===== src/rtl/mmc_pkg.sv =====
// Shared constants and types of the magnetometer min/max calibration block.
// Used by every module of the block; depends on nothing else.

package mmc_pkg;

	localparam int SAMPLE_BITS_DEF = 16;
	localparam int FRAC_BITS_DEF   = 12;

	// Configuration port: one 32-bit register, byte address = 4 * index
	localparam int PADDR_W  = 3;
	localparam int PDATA_W  = 32;
	localparam logic REG_CALIB_ENABLE = 1'b0;

	localparam logic [1:0] AXIS_FIRST = 2'd0;
	localparam logic [1:0] AXIS_LAST  = 2'd2;

	// Controller to datapath
	typedef struct packed {
		logic       accept;   // take the input item
		logic       setup;    // prepare the divider for the current axis
		logic       step;     // one quotient bit
		logic       store;    // write the current axis result
		logic       publish;  // move working results to the output register
		logic [1:0] axis;
	} cmd_t;

	// Datapath to controller
	typedef struct packed {
		logic span_zero;  // current axis has max at or below min
		logic div_last;   // last quotient bit in this cycle
		logic out_free;   // output register can take a result
	} sts_t;

endpackage


===== src/rtl/mmc_ifs.sv =====
// Valid/ready channel interfaces for samples in and normalized results out.
// Depends on mmc_pkg for the default sample width.

interface mmc_smp_if #(
	parameter int SAMPLE_BITS = mmc_pkg::SAMPLE_BITS_DEF
);
	logic                   valid;
	logic                   ready;
	logic [SAMPLE_BITS-1:0] raw_x;
	logic [SAMPLE_BITS-1:0] raw_y;
	logic [SAMPLE_BITS-1:0] raw_z;

	modport source (output valid, raw_x, raw_y, raw_z, input ready);
	modport sink   (input valid, raw_x, raw_y, raw_z, output ready);
endinterface

interface mmc_res_if;
	logic               valid;
	logic               ready;
	logic signed [31:0] norm_x;
	logic signed [31:0] norm_y;
	logic signed [31:0] norm_z;
	logic               in_calibration;
	logic               zero_span;

	modport source (output valid, norm_x, norm_y, norm_z, in_calibration, zero_span,
		input ready);
	modport sink   (input valid, norm_x, norm_y, norm_z, in_calibration, zero_span,
		output ready);
endinterface


===== src/rtl/magnetometer_minmax_calibrate_normalize_unit.sv =====
// Magnetometer hard-iron min/max calibration and normalization, top level.
// Holds the configuration register and joins mmc_ctrl and mmc_dpath.
// Depends on mmc_pkg and the channel interfaces in mmc_ifs.sv.
//
// Usage: one sample item (raw_x, raw_y, raw_z, two's complement words) enters
// on smp; one result item leaves on res for each sample. Register calib_enable
// sits at byte address 0 of the APB port. While it is 1, each sample only
// updates the per-axis min/max bounds (the first sample after a write of 1
// reloads them) and the result carries in_calibration = 1 and zero norms.
// While it is 0, each axis is (raw - center) / (max - min) in Q.FRAC_BITS,
// rounded half away from zero and saturated to 32 bits; an axis with no span
// gives 0 and raises zero_span.
// Timing: a calibration item skips the divider and goes to the output register
// as soon as that is free. A normalization item runs the three axes through one
// shared restoring divider, one quotient bit per cycle; an axis with no span
// skips the divider. smp.ready is high only while idle, so a new sample is
// taken only once the previous result has entered the output register.
// A finished result waits in the output register while res stalls, and the
// next item can be accepted and computed meanwhile.
// Reset clears the bounds to -0.5 and +0.5 and calib_enable to 0.

module magnetometer_minmax_calibrate_normalize_unit #(
	parameter int SAMPLE_BITS = mmc_pkg::SAMPLE_BITS_DEF,
	parameter int FRAC_BITS   = mmc_pkg::FRAC_BITS_DEF
) (
	input  logic                          clk,
	input  logic                          arst_n,
	mmc_smp_if.sink                       smp,
	mmc_res_if.source                     res,
	input  logic                          psel,
	input  logic                          penable,
	input  logic                          pwrite,
	input  logic [mmc_pkg::PADDR_W-1:0]   paddr,
	input  logic [mmc_pkg::PDATA_W-1:0]   pwdata,
	output logic [mmc_pkg::PDATA_W-1:0]   prdata,
	output logic                          pready
);

	mmc_pkg::cmd_t cmd;
	mmc_pkg::sts_t sts;

	logic calib_q;
	logic first_q;
	logic reg_wr;
	logic reg_sel;

	assign pready  = 1'b1;
	assign reg_sel = (paddr[2] == mmc_pkg::REG_CALIB_ENABLE);
	assign reg_wr  = psel && penable && pwrite && pready;

	always_ff @(posedge clk or negedge arst_n) begin
		if (!arst_n) begin
			calib_q <= 1'b0;
			first_q <= 1'b0;
		end else begin
			if (reg_wr && reg_sel) begin
				calib_q <= pwdata[0];
				// a write of 0 leaves the reload flag alone
				if (pwdata[0]) begin
					first_q <= 1'b1;
				end
			end else if (cmd.accept && calib_q) begin
				first_q <= 1'b0;
			end
		end
	end

	always_comb begin
		prdata = '0;
		if (reg_sel) begin
			prdata[0] = calib_q;
		end
	end

	mmc_ctrl u_ctrl (
		.clk          (clk),
		.arst_n       (arst_n),
		.in_valid     (smp.valid),
		.in_ready     (smp.ready),
		.calib_enable (calib_q),
		.sts          (sts),
		.cmd          (cmd)
	);

	mmc_dpath #(
		.SAMPLE_BITS (SAMPLE_BITS),
		.FRAC_BITS   (FRAC_BITS)
	) u_dpath (
		.clk            (clk),
		.arst_n         (arst_n),
		.cmd            (cmd),
		.sts            (sts),
		.calib_enable   (calib_q),
		.first_pending  (first_q),
		.raw_x          (smp.raw_x),
		.raw_y          (smp.raw_y),
		.raw_z          (smp.raw_z),
		.out_valid      (res.valid),
		.out_ready      (res.ready),
		.norm_x         (res.norm_x),
		.norm_y         (res.norm_y),
		.norm_z         (res.norm_z),
		.in_calibration (res.in_calibration),
		.zero_span      (res.zero_span)
	);

	// One item at a time: the sequencer is busy right after an acceptance
	a_busy_after_accept: assert property (@(posedge clk) disable iff (!arst_n)
		smp.valid && smp.ready |=> !smp.ready)
		else $error("sample accepted while previous item in progress");

	// Calibration results carry zero norms and no span flag
	a_calib_result: assert property (@(posedge clk) disable iff (!arst_n)
		res.valid && res.in_calibration |->
			res.norm_x == 32'sd0 && res.norm_y == 32'sd0 && res.norm_z == 32'sd0
			&& !res.zero_span)
		else $error("calibration result with nonzero payload");

	// Writing 1 to calib_enable arms the first-sample reload
	a_arm_reload: assert property (@(posedge clk) disable iff (!arst_n)
		reg_wr && reg_sel && pwdata[0] |=> first_q && calib_q)
		else $error("reload not armed after enable write");

endmodule


===== src/rtl/mmc_ctrl.sv =====
// Sequencer of the calibration block: accepts an item, walks the three axes of
// a normalization item through setup, divide (none at zero span) and store,
// then hands the result to the output register. Uses mmc_pkg cmd/sts types.

module mmc_ctrl (
	input  logic          clk,
	input  logic          arst_n,
	input  logic          in_valid,
	output logic          in_ready,
	input  logic          calib_enable,
	input  mmc_pkg::sts_t sts,
	output mmc_pkg::cmd_t cmd
);

	typedef enum logic [4:0] {
		S_IDLE  = 5'b00001,
		S_SETUP = 5'b00010,
		S_DIV   = 5'b00100,
		S_STORE = 5'b01000,
		S_WAIT  = 5'b10000
	} state_t;

	state_t     state_q, state_d;
	logic [1:0] axis_q, axis_d;

	always_comb begin
		state_d     = state_q;
		axis_d      = axis_q;
		cmd         = '0;
		cmd.axis    = axis_q;
		in_ready    = 1'b0;
		unique case (state_q)
			S_IDLE: begin
				in_ready = 1'b1;
				if (in_valid) begin
					cmd.accept = 1'b1;
					axis_d     = mmc_pkg::AXIS_FIRST;
					// calibration items only move the bounds
					state_d    = calib_enable ? S_WAIT : S_SETUP;
				end
			end
			S_SETUP: begin
				cmd.setup = 1'b1;
				state_d   = sts.span_zero ? S_STORE : S_DIV;
			end
			S_DIV: begin
				cmd.step = 1'b1;
				if (sts.div_last) begin
					state_d = S_STORE;
				end
			end
			S_STORE: begin
				cmd.store = 1'b1;
				if (axis_q == mmc_pkg::AXIS_LAST) begin
					state_d = S_WAIT;
				end else begin
					axis_d  = axis_q + 2'd1;
					state_d = S_SETUP;
				end
			end
			S_WAIT: begin
				if (sts.out_free) begin
					cmd.publish = 1'b1;
					state_d     = S_IDLE;
				end
			end
			default: begin
				state_d = S_IDLE;
			end
		endcase
	end

	always_ff @(posedge clk or negedge arst_n) begin
		if (!arst_n) begin
			state_q <= S_IDLE;
			axis_q  <= mmc_pkg::AXIS_FIRST;
		end else begin
			state_q <= state_d;
			axis_q  <= axis_d;
		end
	end

endmodule


===== src/rtl/mmc_dpath.sv =====
// Datapath of the calibration block: sample registers, per-axis bounds,
// a shared restoring divider, rounding and saturation, and the output register.
// Depends on mmc_pkg for the command and status types.

module mmc_dpath #(
	parameter int SAMPLE_BITS = mmc_pkg::SAMPLE_BITS_DEF,
	parameter int FRAC_BITS   = mmc_pkg::FRAC_BITS_DEF
) (
	input  logic                   clk,
	input  logic                   arst_n,
	input  mmc_pkg::cmd_t          cmd,
	output mmc_pkg::sts_t          sts,
	input  logic                   calib_enable,
	input  logic                   first_pending,
	input  logic [SAMPLE_BITS-1:0] raw_x,
	input  logic [SAMPLE_BITS-1:0] raw_y,
	input  logic [SAMPLE_BITS-1:0] raw_z,
	output logic                   out_valid,
	input  logic                   out_ready,
	output logic signed [31:0]     norm_x,
	output logic signed [31:0]     norm_y,
	output logic signed [31:0]     norm_z,
	output logic                   in_calibration,
	output logic                   zero_span
);

	localparam int HW  = SAMPLE_BITS + 2;      // half-unit sample and bounds
	localparam int NW  = SAMPLE_BITS + 4;      // numerator 2h - min - max
	localparam int MW  = NW - 1;               // numerator magnitude
	localparam int DVW = SAMPLE_BITS + 4;      // divisor 4 * (max - min)
	localparam int NB  = MW + FRAC_BITS + 2;   // dividend and quotient bits
	localparam int CW  = $clog2(NB);
	localparam logic [63:0] POS_MAX = 64'h0000_0000_7FFF_FFFF;
	localparam logic [63:0] NEG_MAG = 64'h0000_0000_8000_0000;

	logic signed [HW-1:0] h_q  [3];
	logic signed [HW-1:0] mn_q [3];
	logic signed [HW-1:0] mx_q [3];
	logic signed [HW-1:0] h_in [3];

	logic [NB-1:0]   num_q;
	logic [DVW-1:0]  rem_q;
	logic [DVW-1:0]  dvs_q;
	logic [CW-1:0]   cnt_q;
	logic            neg_q;
	logic            zero_q;

	logic signed [31:0] acc_q [3];
	logic               cal_acc_q;
	logic               zsp_acc_q;

	logic               out_vld_q;
	logic signed [31:0] out_norm_q [3];
	logic               out_cal_q;
	logic               out_zsp_q;

	// Setup path for the selected axis
	logic signed [HW-1:0] h_sel, mn_sel, mx_sel;
	logic signed [HW:0]   diff;
	logic signed [NW-1:0] n_w;
	logic [NW-1:0]        n_abs;
	logic [DVW-1:0]       d_u;
	logic [DVW-1:0]       dvs_w;
	logic [NB-1:0]        num0;

	// Divider step
	logic [DVW:0]   rs;
	logic           ge;
	logic [DVW:0]   rs_sub;

	// Rounding result
	logic [63:0]        q64;
	logic signed [31:0] q_sat;

	assign h_in[0] = {raw_x[SAMPLE_BITS-1], raw_x, 1'b0};
	assign h_in[1] = {raw_y[SAMPLE_BITS-1], raw_y, 1'b0};
	assign h_in[2] = {raw_z[SAMPLE_BITS-1], raw_z, 1'b0};

	always_comb begin
		h_sel  = h_q[cmd.axis];
		mn_sel = mn_q[cmd.axis];
		mx_sel = mx_q[cmd.axis];
		diff   = {mx_sel[HW-1], mx_sel} - {mn_sel[HW-1], mn_sel};
		n_w    = {h_sel[HW-1], h_sel, 1'b0}
			- {{2{mn_sel[HW-1]}}, mn_sel}
			- {{2{mx_sel[HW-1]}}, mx_sel};
		n_abs  = n_w[NW-1] ? (-n_w) : n_w;
		d_u    = DVW'({diff, 1'b0});
		dvs_w  = DVW'({diff, 2'b00});
		// round half away from zero: (|n| * 2^(F+1) + d) / (2d)
		num0   = NB'({n_abs[MW-1:0], {(FRAC_BITS + 1){1'b0}}}) + NB'(d_u);
	end

	always_comb begin
		rs     = {rem_q, num_q[NB-1]};
		ge     = rs >= {1'b0, dvs_q};
		rs_sub = rs - {1'b0, dvs_q};
	end

	always_comb begin
		q64 = 64'(num_q);
		if (neg_q) begin
			q_sat = (q64 > NEG_MAG) ? 32'sh8000_0000 : 32'(-q64);
		end else begin
			q_sat = (q64 > POS_MAX) ? 32'sh7FFF_FFFF : 32'(q64);
		end
	end

	assign sts.span_zero = diff[HW] || (diff == '0);
	assign sts.div_last  = (cnt_q == '0);
	assign sts.out_free  = !out_vld_q || out_ready;

	// Bounds and control flags
	always_ff @(posedge clk or negedge arst_n) begin
		if (!arst_n) begin
			for (int i = 0; i < 3; i++) begin
				mn_q[i] <= -HW'(1);
				mx_q[i] <= HW'(1);
			end
			out_vld_q <= 1'b0;
		end else begin
			if (cmd.accept && calib_enable) begin
				for (int i = 0; i < 3; i++) begin
					if (first_pending) begin
						mn_q[i] <= h_in[i];
						mx_q[i] <= h_in[i];
					end else begin
						if (h_in[i] > mx_q[i]) begin
							mx_q[i] <= h_in[i];
						end
						if (h_in[i] < mn_q[i]) begin
							mn_q[i] <= h_in[i];
						end
					end
				end
			end
			if (cmd.publish) begin
				out_vld_q <= 1'b1;
			end else if (out_ready) begin
				out_vld_q <= 1'b0;
			end
		end
	end

	// Working registers and output payload
	always_ff @(posedge clk) begin
		if (cmd.accept) begin
			for (int i = 0; i < 3; i++) begin
				h_q[i]   <= h_in[i];
				acc_q[i] <= '0;
			end
			cal_acc_q <= calib_enable;
			zsp_acc_q <= 1'b0;
		end
		if (cmd.setup) begin
			num_q  <= num0;
			rem_q  <= '0;
			dvs_q  <= dvs_w;
			cnt_q  <= CW'(NB - 1);
			neg_q  <= n_w[NW-1];
			zero_q <= sts.span_zero;
		end
		if (cmd.step) begin
			rem_q <= ge ? rs_sub[DVW-1:0] : rs[DVW-1:0];
			num_q <= {num_q[NB-2:0], ge};
			cnt_q <= cnt_q - CW'(1);
		end
		if (cmd.store) begin
			acc_q[cmd.axis] <= zero_q ? 32'sd0 : q_sat;
			if (zero_q) begin
				zsp_acc_q <= 1'b1;
			end
		end
		if (cmd.publish) begin
			for (int i = 0; i < 3; i++) begin
				out_norm_q[i] <= acc_q[i];
			end
			out_cal_q <= cal_acc_q;
			out_zsp_q <= zsp_acc_q;
		end
	end

	assign out_valid      = out_vld_q;
	assign norm_x         = out_norm_q[0];
	assign norm_y         = out_norm_q[1];
	assign norm_z         = out_norm_q[2];
	assign in_calibration = out_cal_q;
	assign zero_span      = out_zsp_q;

endmodule

===== src/flat_wrapper.sv =====
// flat-port wrapper written by rule: the top's interface ports become plain ports
module magnetometer_minmax_calibrate_normalize_unit_flat 
#(
	parameter int SAMPLE_BITS = mmc_pkg::SAMPLE_BITS_DEF,
	parameter int FRAC_BITS   = mmc_pkg::FRAC_BITS_DEF
)
  (clk, arst_n, psel, penable, pwrite, paddr, pwdata, prdata, pready, smp_valid, smp_raw_x, smp_raw_y, smp_raw_z, smp_ready, res_valid, res_norm_x, res_norm_y, res_norm_z, res_in_calibration, res_zero_span, res_ready);
  mmc_smp_if #(.SAMPLE_BITS(SAMPLE_BITS)) smp_i ();
  mmc_res_if res_i ();
  input  logic clk;
  input  logic arst_n;
  input  logic psel;
  input  logic penable;
  input  logic pwrite;
  input  logic [mmc_pkg::PADDR_W-1:0] paddr;
  input  logic [mmc_pkg::PDATA_W-1:0] pwdata;
  output logic [mmc_pkg::PDATA_W-1:0] prdata;
  output logic pready;
  input wire logic [$bits(smp_i.valid)-1:0] smp_valid;
  input wire logic [$bits(smp_i.raw_x)-1:0] smp_raw_x;
  input wire logic [$bits(smp_i.raw_y)-1:0] smp_raw_y;
  input wire logic [$bits(smp_i.raw_z)-1:0] smp_raw_z;
  output wire logic [$bits(smp_i.ready)-1:0] smp_ready;
  output wire logic [$bits(res_i.valid)-1:0] res_valid;
  output wire logic [$bits(res_i.norm_x)-1:0] res_norm_x;
  output wire logic [$bits(res_i.norm_y)-1:0] res_norm_y;
  output wire logic [$bits(res_i.norm_z)-1:0] res_norm_z;
  output wire logic [$bits(res_i.in_calibration)-1:0] res_in_calibration;
  output wire logic [$bits(res_i.zero_span)-1:0] res_zero_span;
  input wire logic [$bits(res_i.ready)-1:0] res_ready;
  assign smp_i.valid = smp_valid;
  assign smp_i.raw_x = smp_raw_x;
  assign smp_i.raw_y = smp_raw_y;
  assign smp_i.raw_z = smp_raw_z;
  assign smp_ready = smp_i.ready;
  assign res_valid = res_i.valid;
  assign res_norm_x = res_i.norm_x;
  assign res_norm_y = res_i.norm_y;
  assign res_norm_z = res_i.norm_z;
  assign res_in_calibration = res_i.in_calibration;
  assign res_zero_span = res_i.zero_span;
  assign res_i.ready = res_ready;
  magnetometer_minmax_calibrate_normalize_unit #(.SAMPLE_BITS(SAMPLE_BITS), .FRAC_BITS(FRAC_BITS)) u_core (.clk(clk), .arst_n(arst_n), .smp(smp_i), .res(res_i), .psel(psel), .penable(penable), .pwrite(pwrite), .paddr(paddr), .pwdata(pwdata), .prdata(prdata), .pready(pready));
endmodule

===== config.mk =====
export PLATFORM = sky130hd
export DESIGN_NAME = magnetometer_minmax_calibrate_normalize_unit_flat
export DESIGN_NICKNAME = d
export VERILOG_FILES = /design/src/rtl/mmc_pkg.sv /design/src/rtl/mmc_ifs.sv /design/src/rtl/magnetometer_minmax_calibrate_normalize_unit.sv /design/src/rtl/mmc_ctrl.sv /design/src/rtl/mmc_dpath.sv /design/src/flat_wrapper.sv
export SDC_FILE = /design/constraint.sdc
export NUM_CORES = 1
export LEC_CHECK = 0
export BUFFER_PORTS_ARGS = -buffer_cell sky130_fd_sc_hd__buf_2
export CAP_MARGIN = 40
export CORE_MARGIN = 4
export CORE_UTILIZATION = 45
export CTS_CLUSTER_DIAMETER = 60
export CTS_CLUSTER_SIZE = 8
export DETAILED_ROUTE_END_ITERATION = 7
export PLACE_DENSITY = 0.74
export SYNTH_ARGS = -nofsm -noshare
export SYNTH_HDL_FRONTEND = slang
export SYNTH_SLANG_ARGS = --single-unit

===== constraint.sdc =====
create_clock -name clk -period 11.1 [get_ports clk]
set_input_delay 2.22 -clock clk [delete_from_list [all_inputs] [get_ports clk]]
set_output_delay 2.22 -clock clk [all_outputs]
set_load 0.03 [all_outputs]

# After elaboration in Yosys (flattened, before gate mapping)
# Memories as Yosys holds them, arrays and structs flattened.
# Cells that the tools add are included.
classes:
  n_eq_ne: 11
  magnitude_cmp: 10
  n_addsub: 9
  reduce_logical: 29
  n_bitwise: 2
  mux: 66
ops:
  columns: ["operator", "count"]
  rows:
  - ["$mux W18", 16]
  - ["$mux W32", 5]
  - ["$bmux W18 S2", 2]
  - ["$mux W33", 2]
  - ["$mux W20", 3]
  - ["$gt A17 B18 Y1", 3]
  - ["$lt A17 B18 Y1", 3]
  - ["$sub A20 B20 Y20", 2]
  - ["$add A32 B20 Y33", 1]
  - ["$gt A33 B31 Y1 const B", 1]
  - ["$gt A33 B32 Y1 const B", 1]
  - ["$neg A32 Y32", 1]
  - ["$reduce_or A32 Y1", 1]
  - ["$mux W5", 5]
  - ["$pmux W5 S5", 1]
  - ["$mux W1", 24]
  - ["$ge A21 B20 Y1", 1]
  - ["$reduce_bool A2 Y1", 10]
  - ["$sub A19 B18 Y20", 1]
  - ["$logic_not A19 Y1", 1]
  - ["$mux W19", 1]
  - ["$neg A19 Y19", 1]
  - ["$sub A18 B18 Y19", 1]
  - ["$reduce_and A2 Y1", 7]
  - ["22 further kinds", 33]
word_totals:
  memories: 3
  ff_bits: 201
  out_inout_bits: 133
  ramBits: 243
  in_bits: 90
  word_cells: 151
mem_list:
  columns: ["name", "words", "width", "rd", "rd_clocked_by_memory_dff", "write_ports", "line_no", "text"]
  rows:
  - ["u_core.u_dpath.acc_q", 3, 32, 3, 0, 3, "mmc_dpath.sv:48", "logic signed [31:0] acc_q [3];"]
  - ["u_core.u_dpath.out_norm_q", 3, 32, 3, 0, 3, "mmc_dpath.sv:53", "logic signed [31:0] out_norm_q [3];"]
  - ["u_core.u_dpath.h_q", 3, 17, 1, 0, 3, "mmc_dpath.sv:36", "logic signed [HW-1:0] h_q [3];"]

# Depth between registers and ports, before layout
logic_depth:
  word_depth: 11
  depth_mapped: 32
  depth_no_buf: 29

# Modules after synthesis
# Synthesis repeated with hierarchy kept, for this count alone.
unflattened:
  cells_unflattened: 2485
  hier_area_um2: 25923.6
by_module_without_submodules:
  columns: ["mod", "seq_area_each_um2", "n_inst", "area_each_um2", "cells_each"]
  rows:
  - ["mmc_dpath", 12334.3, 1, 25086.6, 2389]
  - ["mmc_ctrl", 176.4, 1, 475.5, 54]
  - ["magnetometer_minmax_calibrate_normalize_unit", 50.0, 1, 361.6, 42]

# Worst setup path before layout
# OpenSTA, ideal clock, no wires.
synth_path:
  path_kind: "in2reg"
  from: "input res_ready"
  to: "register u_core.u_dpath.out_cal_q, in the netlist u_core.u_dpath.in_calibration, enable pin"
  arrival_time_ps: 6696
  setup_time_ps: 566
  n_path_buf: 0
  required_time_ps: 10534
  slack_ps: 3839
  cell_stages: 2
  cell_sequence: "nand2b_1 > nor2b_1"
synth_lines:
  columns: ["element", "line_no", "text"]
  rows:
  - ["from (decl)", "flat_wrapper.sv:30", "input wire logic [$bits(res_i.ready)-1:0] res_ready;"]
  - ["to (signal assigned)", "mmc_dpath.sv:178", "out_cal_q <= cal_acc_q;"]
  - ["to (decl)", "mmc_dpath.sv:54", "logic out_cal_q;"]

# Worst setup path in the final report
layout_path:
  from: "register u_core.u_ctrl.axis_q[0]"
  to: "register u_core.u_dpath.num_q[31], data pin"
layout_via:
  elab_chain_cells: 11
  elab_cells_between_ends: 16
  classes_between: "add/sub: 5; mux: 9; bitwise: 1; memory: 1"
layout_rtl:
  columns: ["element", "line_no", "text"]
  rows:
  - ["from (decl)", "mmc_ctrl.sv:24", "logic [1:0] axis_q, axis_d;"]
  - ["from (signal assigned)", "mmc_ctrl.sv:76", "axis_q <= mmc_pkg::AXIS_FIRST;"]
  - ["from (signal assigned)", "mmc_ctrl.sv:79", "axis_q <= axis_d;"]
  - ["$not A2 Y3 (implied by the code)", "mmc_dpath.sv:81, mmc_dpath.sv:82", null]
  - ["$bmux W18 S2", "mmc_dpath.sv:81", "mn_sel = mn_q[cmd.axis];"]
  - ["$mux W18 (implied by the code) (2 in a row)", "mmc_dpath.sv:81", null]
  - ["$sub A19 B18 Y20", "mmc_dpath.sv:85", "- {{2{mn_sel[HW-1]}}, mn_sel}"]
  - ["$sub A20 B20 Y20", "mmc_dpath.sv:86", "- {{2{mx_sel[HW-1]}}, mx_sel};"]
  - ["$neg A19 Y19", "mmc_dpath.sv:87", "n_abs = n_w[NW-1] ? (-n_w) : n_w;"]
  - ["$mux W19", "mmc_dpath.sv:87", null]
  - ["$add A32 B20 Y33 *", "mmc_dpath.sv:91", "num0 = NB'({n_abs[MW-1:0], {(FRAC_BITS + 1){1'b0}}}) + NB'(d_u);"]
  - ["$mux W33 *", "mmc_dpath.sv:155", "if (cmd.setup) begin"]
  - ["$mux W33 *", "mmc_dpath.sv:163", "if (cmd.step) begin"]
  - ["to (signal assigned)", "mmc_dpath.sv:156", "num_q <= num0;"]
  - ["to (signal assigned)", "mmc_dpath.sv:165", "num_q <= {num_q[NB-2:0], ge};"]
  - ["to (decl)", "mmc_dpath.sv:41", "logic [NB-1:0] num_q;"]
# Every way passes the cells marked *; elsewhere a longest branch is shown, timed or not. The select of a mux whose other input is x is not followed.
# A chain may end at the register's enable or synchronous reset.

==> results.yml <==
outcome:
  outcome: "finished clean"
floorplanning:
  fp.dieW_um: 240.7
  fp-row-count: 85
  die_y_um: 240.7
  core_um2: 53710
  die_area_um2: 57940
  initial_core_util: 0.4537
  io_pins: 223
synth:
  ys_types: 83
  ys_seq_elements: 435
  avgSynthCellArea_um2: 10.95
  yosysTopAreaCell: "edfxtp_1"
  seq_area_frac_synth: 0.5155
  yosysTopAreaCellShare: 0.3968
  yosys_warnings: 0
  ys.flop_type: "edfxtp_1"
  synth_edf_count: 322
  synth.cell_area_um2: 24370
  synthCells: 2226
  ys_async_sr_fraction: 0.2575
  synthTopCellsByArea: "edfxtp_1 (40%), ha_1 (9.3%), dfstp_2 (5.9%)"
clock_tree:
  postCtsHoldBufs: 0
  cts_made_buffers: 61
  root_buffer: "clkbuf_16"
  post_cts_buffers: 0
  cts_resized: 0
  cts.sinks: 435
  clock_latency_ns: 0.62
  clk_path_buf_depth: 3
  htree_num_levels: 2
  path_clk_slew_ns: 0.05
  cts_tree: "built"
final_layout:
  regArea_um2: 12560
  areaGrowthSynthToFinish_pct: 13.54
  drive_gt1_frac: 0.1679
  multi_input_area_um2: 10720
  fillCellCount: 4584
  nets: 2688
worst_setup_path:
  worstPathArrival_ns: 7.94
  start_kind: "register"
  critPathCaptureType: "register"
  critical-path-max-stage-delay_ns: 0.53
  worstSetupPathType: "register to register"
  cp_slowest_cell: "fa_1"
  crit_fanout: 29
  crit_required_ns: 11.44
routing:
  via_count: 17240
  drtAntennaViolNets: 0
  firstDrtPassIters: 5
  wire_per_inst_um: 17.94
  remaining_drc_errors: 0
  drt-initial-drc-count: 1288
  routed_wl_um: 56220
  vias_per_cell: 5.502
sta:
  worst_pin_slew_ns: 0.8755
  finClkSkew_ns: 0.02297
  final_hold_viol_count: 0
  slew_headroom: 0.4157
  fin_crit_ns: 7.599
  final_max_slew_viol_count: 0
  fin_setup_tns_ns: 0
  period_share: 0.6846
  finalSetupViolations: 0
  rsz0062_at_grt: "no"
  clock.fmax_ghz: 0.1316
grt:
  antenna_found_initial: 6
  grt_usage: 0.1912
  grt_pass1_wl_um: 89610
  grt_pass1_vias: 17300
  gr-total-overflow: 0
  grt_max_degree: 76
min_path:
  hold_class: "register to register"
placement:
  port_buffers: 157
  dp_hpwl_um: 41740
  gp_congestion: 0.9341
run:
  drv_cap: 0
==> layer usage <==
metal	vias to the layer above	part of all wire	track usage
li1	8253	-	-
met1	8287	0.42	0.2447
met2	573	0.48	0.3304
met3	121	0.063	0.03657
met4	10	0.028	0.05999
met5	-	0.0012	0
==> Yosys cell counts (18+ instances only) <==
| cell type | n |
|---|---|
| a21o_1 | 36 |
| a21oi_1 | 140 |
| and2_1 | 18 |
| buf_4 | 32 |
| clkbuf_1 | 63 |
| dfrtp_1 | 57 |
| dfstp_2 | 55 |
| edfxtp_1 | 322 |
| fa_1 | 20 |
| ha_1 | 181 |
| inv_1 | 187 |
| mux2_2 | 66 |
| mux2i_1 | 51 |
| nand2_1 | 189 |
| nand3_1 | 35 |
| nand4_1 | 19 |
| nor2_1 | 212 |
| nor2b_1 | 32 |
| nor3_1 | 42 |
| o21a_1 | 37 |
| o21ai_0 | 104 |
| xnor2_1 | 46 |
| xor2_1 | 22 |
==> cell type report <==
type / instances / share of cell area
clock buffer: 97 / 0.06082
clock inverter: 5 / 0.002351
sequential: 435 / 0.4541
timing repair buffer: 183 / 0.03830
inverter: 187 / 0.02537
tap: 696 / 0.03147
multi-input combinational: 1529 / 0.3874
antenna: 2 / 0.0001809
==> path summary, 6_finish.rpt <==
kind,cells after the start,startpoint,to,slack [ns]
min in group asynchronous,1,arst_n,u_core.u_dpath.mx_q[30],1.66
worst min-delay path,0,u_core.u_dpath.acc_q[0][24],u_core.u_dpath.out_norm_q[0][24],0.41
worst min register to register,0,u_core.u_dpath.acc_q[0][24],u_core.u_dpath.out_norm_q[0][24],0.41
worst max-delay path,28,u_core.u_ctrl.axis_q[0],u_core.u_dpath.num_q[31],3.50
worst max register to register,28,u_core.u_ctrl.axis_q[0],u_core.u_dpath.num_q[31],3.50
max in group asynchronous,2,arst_n,u_core.u_dpath.mx_q[40],8.22
==> state kept, by name (all words and copies together), names as in the netlist, 2 cells and up <==
signal and cells:
u_core.u_dpath.mn_q 51, u_core.u_dpath.out_norm_q 96, u_core.u_dpath.h_q 48, u_core.u_ctrl.state_q 5, u_core.u_dpath.num_q 33, u_core.u_dpath.mx_q 51
u_core.u_dpath.acc_q 96, u_core.u_dpath.cnt_q 6, u_core.u_ctrl.axis_q 2, u_core.u_dpath.dvs_q 18, u_core.u_dpath.rem_q 20
==> worst max-delay path, delay by kind of cell (launching register included) <==
family	cells	cell delay, ns
AOI/OAI and AO/OA	11	2.17
and+or+nand+nor	8	1.66
adders and majority gates	3	1.46
buffers and inverters	4	1.08
muxes	1	0.39
DFF	1	0.38
xor gates and xnor gates	1	0.15
==> placed cells by master, fill, tap and decap left out, drive strengths merged, types with 16 or more instances in the layout <==
cell and count:
nor2b 32, edfxtp 322, nor3 45, nor2 212
and2 18, mux2 66, o21a 37, dfstp 55
nand2b 16, a21o 36, nand2 190, conb 32
ha 181, inv 189, nand4 19, nand3 35
xor2 22, xnor2 46, o21ai 109, dfrtp 57
clkbuf 97, mux2i 51, buf 182, a21oi 141
o211ai 16, fa 20
==> cell families (layout without fill, tap and decap cells) <==
| group | after synthesis | count (layout) | synth area share |
|---|---|---|---|
| AND/OR/NAND/NOR | 651 | 651 | 0.1288 |
| AO/OA/AOI/OAI | 460 | 460 | 0.1200 |
| flip-flops | 435 | 435 | 0.5155 |
| buffers and inverters | 292 | 472 | 0.05016 |
| adder cells (fa/ha/maj) | 201 | 201 | 0.1094 |
| multiplexers | 117 | 117 | 0.05145 |
| XOR/XNOR | 68 | 68 | 0.02444 |
| other | 2 | 34 | 0.0003082 |
==> metrics by stage <==
stage	std cells	setup slack (ns)	area, µm²	util	hold slack, ns
detailed placement	3029	3.562	25900	0.4823	0.4045
CTS	3131	3.548	27650	0.5148	0.4136
global placement	3021	3.656	25770	0.4799	0.4031
global route	3132	2.901	27660	0.5151	0.4224
finish	3134	3.501	27670	0.5152	0.4128
floorplan	2256	3.839	24480	-	0.4003
Power is left out: the tool's default activity adds up to more than one toggle a clock period on the data nets, which glitch-free logic cannot reach.
